<file path="src/rtl/cmfc_pkg.sv">
// Shared types and constants for the cube map face coordinate unit.
`default_nettype none

package cmfc_pkg;

  localparam int unsigned CMFC_COMPONENT_WIDTH = 16;
  localparam int unsigned CMFC_FRACTION_BITS   = 16;

  typedef enum logic [2:0] {
    FACE_POS_X = 3'd0,
    FACE_NEG_X = 3'd1,
    FACE_POS_Y = 3'd2,
    FACE_NEG_Y = 3'd3,
    FACE_POS_Z = 3'd4,
    FACE_NEG_Z = 3'd5
  } face_t;

  // How a coordinate is finished: by the divider, or pinned to an end of the range.
  typedef enum logic [1:0] {
    SAT_DIV  = 2'd0,
    SAT_ZERO = 2'd1,
    SAT_ONE  = 2'd2
  } sat_t;

  typedef struct packed {
    face_t face;
    logic  zero;
    sat_t  sat_u;
    sat_t  sat_v;
  } side_t;

endpackage

`default_nettype wire

</file>
<file path="src/rtl/cmfc_div_stage.sv">
// One restoring-division stage: one quotient bit for each of the two coordinates.
`default_nettype none

module cmfc_div_stage #(
  parameter int unsigned COMPONENT_WIDTH = cmfc_pkg::CMFC_COMPONENT_WIDTH,
  parameter int unsigned FRACTION_BITS   = cmfc_pkg::CMFC_FRACTION_BITS
) (
  input  wire logic                       clk,
  input  wire logic                       rst,
  input  wire logic                       en,
  input  wire logic                       valid_in,
  input  wire cmfc_pkg::side_t            side_in,
  input  wire logic [COMPONENT_WIDTH:0]   d_in,
  input  wire logic [COMPONENT_WIDTH:0]   ru_in,
  input  wire logic [FRACTION_BITS-1:0]   qu_in,
  input  wire logic [COMPONENT_WIDTH:0]   rv_in,
  input  wire logic [FRACTION_BITS-1:0]   qv_in,
  output logic                            valid,
  output cmfc_pkg::side_t                 side,
  output logic [COMPONENT_WIDTH:0]        d,
  output logic [COMPONENT_WIDTH:0]        ru,
  output logic [FRACTION_BITS-1:0]        qu,
  output logic [COMPONENT_WIDTH:0]        rv,
  output logic [FRACTION_BITS-1:0]        qv
);
  import cmfc_pkg::*;

  logic [COMPONENT_WIDTH+1:0] ru2;
  logic [COMPONENT_WIDTH+1:0] rv2;
  logic [COMPONENT_WIDTH+1:0] d_ext;
  logic                       ge_u;
  logic                       ge_v;
  logic [COMPONENT_WIDTH+1:0] ru_sub;
  logic [COMPONENT_WIDTH+1:0] rv_sub;

  always_comb begin
    ru2    = {ru_in, 1'b0};
    rv2    = {rv_in, 1'b0};
    d_ext  = {1'b0, d_in};
    ge_u   = (ru2 >= d_ext);
    ge_v   = (rv2 >= d_ext);
    ru_sub = ge_u ? (ru2 - d_ext) : ru2;
    rv_sub = ge_v ? (rv2 - d_ext) : rv2;
  end

  always_ff @(posedge clk) begin
    if (rst) begin
      valid <= 1'b0;
    end else if (en) begin
      valid <= valid_in;
    end
  end

  // The remainder stays below the divisor, so the top bit is always zero.
  always_ff @(posedge clk) begin
    if (en) begin
      side <= side_in;
      d    <= d_in;
      ru   <= ru_sub[COMPONENT_WIDTH:0];
      rv   <= rv_sub[COMPONENT_WIDTH:0];
      qu   <= {qu_in[FRACTION_BITS-2:0], ge_u};
      qv   <= {qv_in[FRACTION_BITS-2:0], ge_v};
    end
  end

endmodule

`default_nettype wire

</file>
<file path="src/rtl/cube_map_face_coordinate_unit.sv">
// Each item passes stages 0 to 2, the divider chain and then the output register.
// Throughput: one item per cycle; a new item is taken whenever in_stall is low.
// The depth is set by the restoring divider, one quotient bit per stage for u and v.
// Each stage holds its item while the stage after it is full and stalled.
// Reset (rst, synchronous) clears all valid bits; payload registers are not reset.
`default_nettype none

module cube_map_face_coordinate_unit #(
  parameter int unsigned COMPONENT_WIDTH = cmfc_pkg::CMFC_COMPONENT_WIDTH,
  parameter int unsigned FRACTION_BITS   = cmfc_pkg::CMFC_FRACTION_BITS
) (
  input  wire logic                              clk,
  input  wire logic                              rst,
  input  wire logic                              in_valid,
  output logic                                   in_stall,
  input  wire logic signed [COMPONENT_WIDTH-1:0] dir_x,
  input  wire logic signed [COMPONENT_WIDTH-1:0] dir_y,
  input  wire logic signed [COMPONENT_WIDTH-1:0] dir_z,
  output logic                                   out_valid,
  input  wire logic                              out_stall,
  output logic [2:0]                             face,
  output logic [FRACTION_BITS:0]                 coord_u,
  output logic [FRACTION_BITS:0]                 coord_v,
  output logic                                   zero_vector
);
  import cmfc_pkg::*;

  localparam int unsigned CW = COMPONENT_WIDTH;
  localparam int unsigned FB = FRACTION_BITS;
  localparam logic [FB:0] COORD_ONE = {1'b1, {FB{1'b0}}};

  // Stage 0: input capture.
  logic                 v0;
  logic                 en0;
  logic signed [CW-1:0] x0;
  logic signed [CW-1:0] y0;
  logic signed [CW-1:0] z0;

  // Stage 1: major axis and face.
  logic                 v1;
  logic                 en1;
  logic [CW-1:0]        m1;
  logic signed [CW-1:0] cu1;
  logic signed [CW-1:0] cv1;
  logic                 flip_u1;
  logic                 flip_v1;
  face_t                face1;
  logic                 zero1;

  // Stage 2: numerators and saturation.
  logic                 v2;
  logic                 en2;
  side_t                side2;
  logic [CW:0]          d2;
  logic [CW:0]          ru2;
  logic [CW:0]          rv2;

  // Divider chain, index 0 is fed by stage 2.
  logic        dv    [FB+1];
  side_t       dside [FB+1];
  logic [CW:0] dd    [FB+1];
  logic [CW:0] dru   [FB+1];
  logic [CW:0] drv   [FB+1];
  logic [FB-1:0] dqu [FB+1];
  logic [FB-1:0] dqv [FB+1];
  logic        ena   [FB+1];

  logic en_out;

  // Stage 1 logic.
  logic [CW:0]  ax_w;
  logic [CW:0]  ay_w;
  logic [CW:0]  az_w;
  logic [CW-1:0] ax;
  logic [CW-1:0] ay;
  logic [CW-1:0] az;
  logic          x_major;
  logic          y_major;
  logic [CW-1:0] m1_next;
  logic signed [CW-1:0] cu1_next;
  logic signed [CW-1:0] cv1_next;
  logic          flip_u1_next;
  logic          flip_v1_next;
  face_t         face1_next;
  logic          zero1_next;

  always_comb begin
    ax_w = x0[CW-1] ? (CW+1)'(-$signed({x0[CW-1], x0})) : {1'b0, x0};
    ay_w = y0[CW-1] ? (CW+1)'(-$signed({y0[CW-1], y0})) : {1'b0, y0};
    az_w = z0[CW-1] ? (CW+1)'(-$signed({z0[CW-1], z0})) : {1'b0, z0};
    ax = ax_w[CW-1:0];
    ay = ay_w[CW-1:0];
    az = az_w[CW-1:0];
    x_major = (ax > ay) && (ax > az);
    y_major = (ay > ax) && (ay > az);
    zero1_next = (x0 == '0) && (y0 == '0) && (z0 == '0);
    priority if (x_major) begin
      m1_next      = ax;
      cu1_next     = z0;
      cv1_next     = y0;
      flip_v1_next = 1'b0;
      if (!x0[CW-1]) begin
        face1_next   = FACE_POS_X;
        flip_u1_next = 1'b1;
      end else begin
        face1_next   = FACE_NEG_X;
        flip_u1_next = 1'b0;
      end
    end else if (y_major) begin
      m1_next      = ay;
      cu1_next     = x0;
      cv1_next     = z0;
      flip_u1_next = 1'b0;
      if (!y0[CW-1]) begin
        face1_next   = FACE_POS_Y;
        flip_v1_next = 1'b0;
      end else begin
        face1_next   = FACE_NEG_Y;
        flip_v1_next = 1'b1;
      end
    end else begin
      m1_next      = az;
      cu1_next     = x0;
      cv1_next     = y0;
      flip_v1_next = 1'b1;
      // Zero z with a tie also lands on the negative face.
      if (!z0[CW-1] && (z0 != '0)) begin
        face1_next   = FACE_POS_Z;
        flip_u1_next = 1'b0;
      end else begin
        face1_next   = FACE_NEG_Z;
        flip_u1_next = 1'b1;
      end
    end
  end

  // Stage 2 logic.
  logic signed [CW+1:0] m_ext;
  logic signed [CW+1:0] two_m;
  logic signed [CW+1:0] cu_ext;
  logic signed [CW+1:0] cv_ext;
  logic signed [CW+1:0] nu;
  logic signed [CW+1:0] nv;
  sat_t                 sat_u_next;
  sat_t                 sat_v_next;
  side_t                side2_next;

  always_comb begin
    m_ext  = $signed({2'b00, m1});
    two_m  = $signed({1'b0, m1, 1'b0});
    cu_ext = $signed({{2{cu1[CW-1]}}, cu1});
    cv_ext = $signed({{2{cv1[CW-1]}}, cv1});
    nu = flip_u1 ? (m_ext - cu_ext) : (m_ext + cu_ext);
    nv = flip_v1 ? (m_ext - cv_ext) : (m_ext + cv_ext);
    priority if (zero1 || (nu <= 0)) begin
      sat_u_next = SAT_ZERO;
    end else if (nu >= two_m) begin
      sat_u_next = SAT_ONE;
    end else begin
      sat_u_next = SAT_DIV;
    end
    priority if (zero1 || (nv <= 0)) begin
      sat_v_next = SAT_ZERO;
    end else if (nv >= two_m) begin
      sat_v_next = SAT_ONE;
    end else begin
      sat_v_next = SAT_DIV;
    end
    side2_next.face  = face1;
    side2_next.zero  = zero1;
    side2_next.sat_u = sat_u_next;
    side2_next.sat_v = sat_v_next;
  end

  // Each stage moves when it is empty or the stage after it moves.
  assign en_out   = !out_valid || !out_stall;
  assign ena[FB]  = en_out;
  assign en2      = !v2 || ena[0];
  assign en1      = !v1 || en2;
  assign en0      = !v0 || en1;
  assign in_stall = !en0;

  always_ff @(posedge clk) begin
    if (rst) begin
      v0 <= 1'b0;
      v1 <= 1'b0;
      v2 <= 1'b0;
    end else begin
      if (en0) begin
        v0 <= in_valid;
      end
      if (en1) begin
        v1 <= v0;
      end
      if (en2) begin
        v2 <= v1;
      end
    end
  end

  always_ff @(posedge clk) begin
    if (en0) begin
      x0 <= dir_x;
      y0 <= dir_y;
      z0 <= dir_z;
    end
    if (en1) begin
      m1      <= m1_next;
      cu1     <= cu1_next;
      cv1     <= cv1_next;
      flip_u1 <= flip_u1_next;
      flip_v1 <= flip_v1_next;
      face1   <= face1_next;
      zero1   <= zero1_next;
    end
    // Numerators are only divided when they lie strictly between zero and 2m.
    if (en2) begin
      side2 <= side2_next;
      d2    <= two_m[CW:0];
      ru2   <= nu[CW:0];
      rv2   <= nv[CW:0];
    end
  end

  assign dv[0]    = v2;
  assign dside[0] = side2;
  assign dd[0]    = d2;
  assign dru[0]   = ru2;
  assign drv[0]   = rv2;
  assign dqu[0]   = '0;
  assign dqv[0]   = '0;

  for (genvar k = 0; k < FB; k++) begin : g_div
    assign ena[k] = !dv[k+1] || ena[k+1];

    cmfc_div_stage #(
      .COMPONENT_WIDTH (COMPONENT_WIDTH),
      .FRACTION_BITS   (FRACTION_BITS)
    ) u_stage (
      .clk      (clk),
      .rst      (rst),
      .en       (ena[k]),
      .valid_in (dv[k]),
      .side_in  (dside[k]),
      .d_in     (dd[k]),
      .ru_in    (dru[k]),
      .qu_in    (dqu[k]),
      .rv_in    (drv[k]),
      .qv_in    (dqv[k]),
      .valid    (dv[k+1]),
      .side     (dside[k+1]),
      .d        (dd[k+1]),
      .ru       (dru[k+1]),
      .qu       (dqu[k+1]),
      .rv       (drv[k+1]),
      .qv       (dqv[k+1])
    );
  end

  // Output register.
  logic [FB:0] coord_u_next;
  logic [FB:0] coord_v_next;

  always_comb begin
    unique case (dside[FB].sat_u)
      SAT_DIV:  coord_u_next = {1'b0, dqu[FB]};
      SAT_ONE:  coord_u_next = COORD_ONE;
      default:  coord_u_next = '0;
    endcase
    unique case (dside[FB].sat_v)
      SAT_DIV:  coord_v_next = {1'b0, dqv[FB]};
      SAT_ONE:  coord_v_next = COORD_ONE;
      default:  coord_v_next = '0;
    endcase
  end

  always_ff @(posedge clk) begin
    if (rst) begin
      out_valid <= 1'b0;
    end else if (en_out) begin
      out_valid <= dv[FB];
    end
  end

  always_ff @(posedge clk) begin
    if (en_out) begin
      face        <= dside[FB].face;
      coord_u     <= coord_u_next;
      coord_v     <= coord_v_next;
      zero_vector <= dside[FB].zero;
    end
  end

  a_zero_result: assert property (@(posedge clk) disable iff (rst)
    out_valid && zero_vector |->
      (face == FACE_NEG_Z) && (coord_u == '0) && (coord_v == '0))
    else $error("zero vector result is not -Z with zero coordinates");

  a_coord_range: assert property (@(posedge clk) disable iff (rst)
    out_valid |-> (coord_u <= COORD_ONE) && (coord_v <= COORD_ONE))
    else $error("face coordinate above 1.0");

  a_face_range: assert property (@(posedge clk) disable iff (rst)
    out_valid |-> (face <= FACE_NEG_Z))
    else $error("face code out of range");

  a_stall_only_full: assert property (@(posedge clk) disable iff (rst)
    in_stall |-> v0 && v1 && v2)
    else $error("input stalled while the front stages have room");

  a_reset_clears: assert property (@(posedge clk)
    rst |=> !out_valid && !v0)
    else $error("valid bits not cleared by reset");

endmodule

`default_nettype wire
</file>
<file path="config.mk">
export PLATFORM = sky130hd
export DESIGN_NAME = cube_map_face_coordinate_unit
export DESIGN_NICKNAME = d
export VERILOG_FILES = /design/src/rtl/cmfc_pkg.sv /design/src/rtl/cmfc_div_stage.sv /design/src/rtl/cube_map_face_coordinate_unit.sv
export SDC_FILE = /design/constraint.sdc
export NUM_CORES = 2
export LEC_CHECK = 0
export BUFFER_PORTS_ARGS = -buffer_cell sky130_fd_sc_hd__buf_2
export CAP_MARGIN = 20
export CORE_ASPECT_RATIO = 0.8
export CORE_MARGIN = 1.5
export CORE_UTILIZATION = 70
export DETAILED_ROUTE_END_ITERATION = 6
export PLACE_DENSITY = 0.87
export SETUP_SLACK_MARGIN = 0.05
export SLEW_MARGIN = 20
export SYNTH_ARGS = -nofsm -noshare
export SYNTH_HDL_FRONTEND = slang
export SYNTH_HIERARCHICAL = 1
export SYNTH_SLANG_ARGS = --single-unit
</file>
<file path="constraint.sdc">
create_clock -name clk -period 15.9 [get_ports clk]
set_input_delay 1.59 -clock clk [delete_from_list [all_inputs] [get_ports clk]]
set_output_delay 1.59 -clock clk [all_outputs]
set_load 0.02 [all_outputs]
</file>
# Yosys cells after proc, flatten, opt, wreduce, memory -nomap -nowiden

Cells that the tools add are included.

Register bits: 1,368
Bits in latches: 0
Bits in writable memories: 0
Bits in read-only memories: 0
Input bits: 52
Memories kept: 0

$add $sub $neg: 37
$mul: 0
Div/mod/pow operators: 0
Magnitude comparators: 40
Equal/unequal tests: 2
Shift operators: 0
Muxes and demuxes: 55
Bitwise logic cells: 0
Reduce and logical (&&, ||, !) cells: 56

Operators by type and width:

| cell                                                  | number |
|---|---|
| greater-or-equal comparator 18 x 17 -> 1 bit          | 32 |
| two-way mux 17 bit                                    | 30 |
| subtractor 17 bit                                     | 30 |
| two-way mux 16 bit                                    | 8 |
| case mux 17 bit (2 select lines)                      | 2 |
| greater-than comparator 16 bit                        | 4 |
| logical NOT 16 bit                                    | 3 |
| negation 16 bit                                       | 3 |
| adder 17 x 16 -> 18 bit                               | 2 |
| greater-or-equal comparator 18 bit                    | 2 |
| <= comparator 18 x 1 -> 1 bit (second input constant) | 2 |
| two-way mux 18 bit                                    | 2 |
| subtractor 17 x 16 -> 18 bit                          | 2 |
| logical NOT 1 bit                                     | 23 |
| logical OR 1 bit                                      | 22 |
| nonzero test 16 bit                                   | 1 |
| two-way mux 1 bit                                     | 9 |
| two-way mux 3 bit                                     | 2 |
| logical AND 1 bit                                     | 5 |
| == test 2 bit (second input constant)                 | 2 |
| logical NOT 2 bit                                     | 2 |
| two-way mux 2 bit                                     | 2 |

# Longest topological paths before layout

Depth in word-level cells: 22
Gate-level depth with buffers: 22
Mapped depth without buffers: 22

# By module

Netlist, hierarchy kept.

By module, submodules not included:

| module                        | times used | cells each | area each (sq um) | seq. area each (sq um) |
|---|---|---|---|---|
| cmfc_div_stage                | 16         | 411        | 5,176.2           | 2,752.6 |
| cube_map_face_coordinate_unit | 1          | 1,135      | 12,528.3          | 6,025.8 |

# Worst setup path before layout

Ideal clock, no wire load.

Path kind: input to output
From: input port out_stall
To: output port in_stall
Arrival: 9,836 ps
Data required time: 14,310 ps
Setup slack: 4,474 ps
Stages: 8
Path buffers: 0
Cells stage by stage: and4_1 > nand4_1 > or4_1 > nor4_1 > and4_1 > and4_1 > nand2_1 > inv_1

RTL lines:

| element     | RTL line                            | RTL |
|---|---|---|
| from (decl) | cube_map_face_coordinate_unit.sv:20 | `input wire logic out_stall,` |
| to (decl)   | cube_map_face_coordinate_unit.sv:15 | `output logic in_stall,` |

==> results by group <==
GRT
  – GR Util All Layers: 36.8%
  – First-pass GRT wire length: 344 mm
  – Global route overflow: 0
  – Vias in the first global route: 57100
  – Initial antenna violation count: 14
  – Largest net degree at the start of global routing: 89

Clocking
  – Max clock buf depth: 3
  – Clk Latency, worst-skew pair: 0.80 ns
  – Clk slew on worst S/H paths: 0.06 ns
  – Clk root buf: clkbuf_16
  – Num CTS Buffers: 138
  – Post-CTS Setup Repair Bufs: 0
  – Hold buffers post-CTS: 0
  – Post_cts resized: 0
  – Clock Sink Count: 1383
  – H-tree levels: 4
  – CTS tree: done

Worst hold path
  – Startpoint of the worst hold path: g_div[14].u_stage/qu[10]
  – Worst Hold Class: reg2reg

Outcome
  – Status: complete, but fails checks
  – Violations in the final reports: antenna rules

STA
  – RSZ-0062 raised after global routing: false
  – Fin crit period: 7.36 ns
  – Setup TNS Final: 0 ns
  – Max-slew violations: 0
  – Fmax achieved: 0.136 GHz
  – Clk_skew: 0.0345 ns
  – Final Cycle Share: 46.3%
  – Worst-margin pin slew: 1.14 ns
  – Final setup viols: 0
  – Setup WS post-layout: 8.54 ns
  – Hold Vio Cnt, Final: 0
  – Worst slew margin: 23.6%

Floorplanning
  – FP Rows: 114
  – Initial Utilization: 70.5%
  – Die height: 315 µm
  – DIE AREA: 124000 µm²
  – Core box area: 121000 µm²
  – Top Ports: 92
  – Die Wd: 393 µm

Placement
  – Pre-CTS WS: 8.08 ns
  – Post-DP HPWL: 172 mm
  – Port Buffers: 91
  – Final Wtd Congestion: 0.983

Worst setup path
  – Slowest-stage cell, CP: or4_4
  – R2r startpoint: cv1[3]
  – CP peak stage delay: 0.77 ns
  – WP data arrival: 5.77 ns
  – Cells along the critical path: buf_2 > and4_1 > nand4_1 > or4_4 > nor4_2 > and4_1 > and4_1 > nand2_4 > inv_1 > buf_2
  – Worst setup SP type: input port
  – CP Capture Type: output pin
  – Setup CP Type: in2out
  – Most common cell on crit path: and4_1
  – Critical path buffers and inverters: 3
  – Delay-heaviest family, CP: simple AND/OR/NAND/NOR gates
  – Critical path fanouts, max: 49
  – CP Data Required Time: 14.31 ns
  – Start point of the critical path: out_stall

Drt
  – Initial drt markers: 7949
  – Antenna-violating nets left: 1
  – Vias: 61300
  – Routed len/inst: 25.5 µm
  – Final WL: 230 mm
  – Number of vias per cell: 6.78
  – DR DRC count: 0
  – Drt first pass iters: 7

Cells and area
  – Share of cells above drive strength 1: 12.5%
  – Final net count: 8049
  – Area Growth Syn to Fin: 7.29%

Logic synthesis
  – Yosys warning count: 6
  – Cell area after synthesis: 85200 µm²
  – Cells after Synth: 7224
  – Synth Area per Inst: 11.8 µm²

Job
  – Max Cap Violations: 0
[final timing paths]
| check | end | depth (start not counted) | slack [ns] |
|---|---|---|---|
| worst max register to register | dside[129] | 19 | 10.12 |
| worst min register to register | g_div[15].u_stage/qu[11] | 0 | 0.41 |
| worst min-delay path | g_div[15].u_stage/qu[11] | 0 | 0.41 |
| worst max-delay path | in_stall | 10 | 8.54 |
[state kept, by name, indices dropped and copies added (netlist names), 17 cells and up]
signal,cells
coord_u,17
coord_v,17
g_div.u_stage/d,255
g_div.u_stage/qu,136
g_div.u_stage/qv,136
g_div.u_stage/ru,255
g_div.u_stage/rv,255
g_div.u_stage/side,128
ru2,17
rv2,17
[worst register-to-register path, cell delays in order, from the launching register on]
cell and delay (ns):
edfxtp_1 0.44, or3_1 0.45, or4_1 0.44, nor2b_1 0.30, a21oi_1 0.14, xnor2_1 0.16, ha_1 0.42, nand4_1 0.15
or2_2 0.31, a2111oi_0 0.87, o21ai_0 0.24, o311ai_1 0.47, ha_1 0.26, o21ai_0 0.14, nor2_1 0.13, nand2_1 0.07
a21oi_1 0.17, nor3_1 0.06, or3_1 0.30, a21oi_1 0.13
[area by class of cell]
cell class,count,area (µm²)
Sequential cell,1383,41300
Timing Repair Buffer,110,622
Clock inverter,91,1170
Multi-Input combinational cell,5159,40600
Clock buffer,162,3620
Inverter,510,1960
Tap cell,1624,2030
Fill cell,7736,29400
Antenna cell,9,22.5
[metrics by stage]
step                cells  utilization [%]  hold WS (ns)  instance area (µm²)
floorplan            7229                -         0.400                85200
global placement     8785             71.6         0.400                86500
detailed placement   8785             71.6         0.405                86500
CTS                  9038             75.6         0.410                91300
global route         9040             75.6         0.405                91400
finish               9048             75.7         0.409                91400
[metal layers]
layer	part of all wire, %	GRT usage [%]
met5	0.033	0
met3	11	7.63
met4	2.9	10.7
met2	43	53.4
met1	43	55.7
[cell usage in the layout, fill, tap and decap left out, types with 50 or more instances in the layout]
master and n:
o21ai_0 207, inv_1 488, mux2_4 150, o211ai_1 85
a31oi_1 55, nand4_1 68, nor3_1 205, ha_1 661
mux2_2 256, o21a_1 82, xnor2_1 273, nand2_1 361
o31ai_1 89, buf_2 91, nor2_1 497, xor2_1 151
edfxtp_1 1363, nand3_1 130, or3_1 59, and3_1 50
a211oi_1 55, nand2b_1 132, and2_1 95, clkbuf_16 141
a21oi_1 424, mux2i_1 96, a21o_1 251
Power is not shown: default switching activity piles up to over one toggle a cycle in this logic, so the estimate is an artifact.
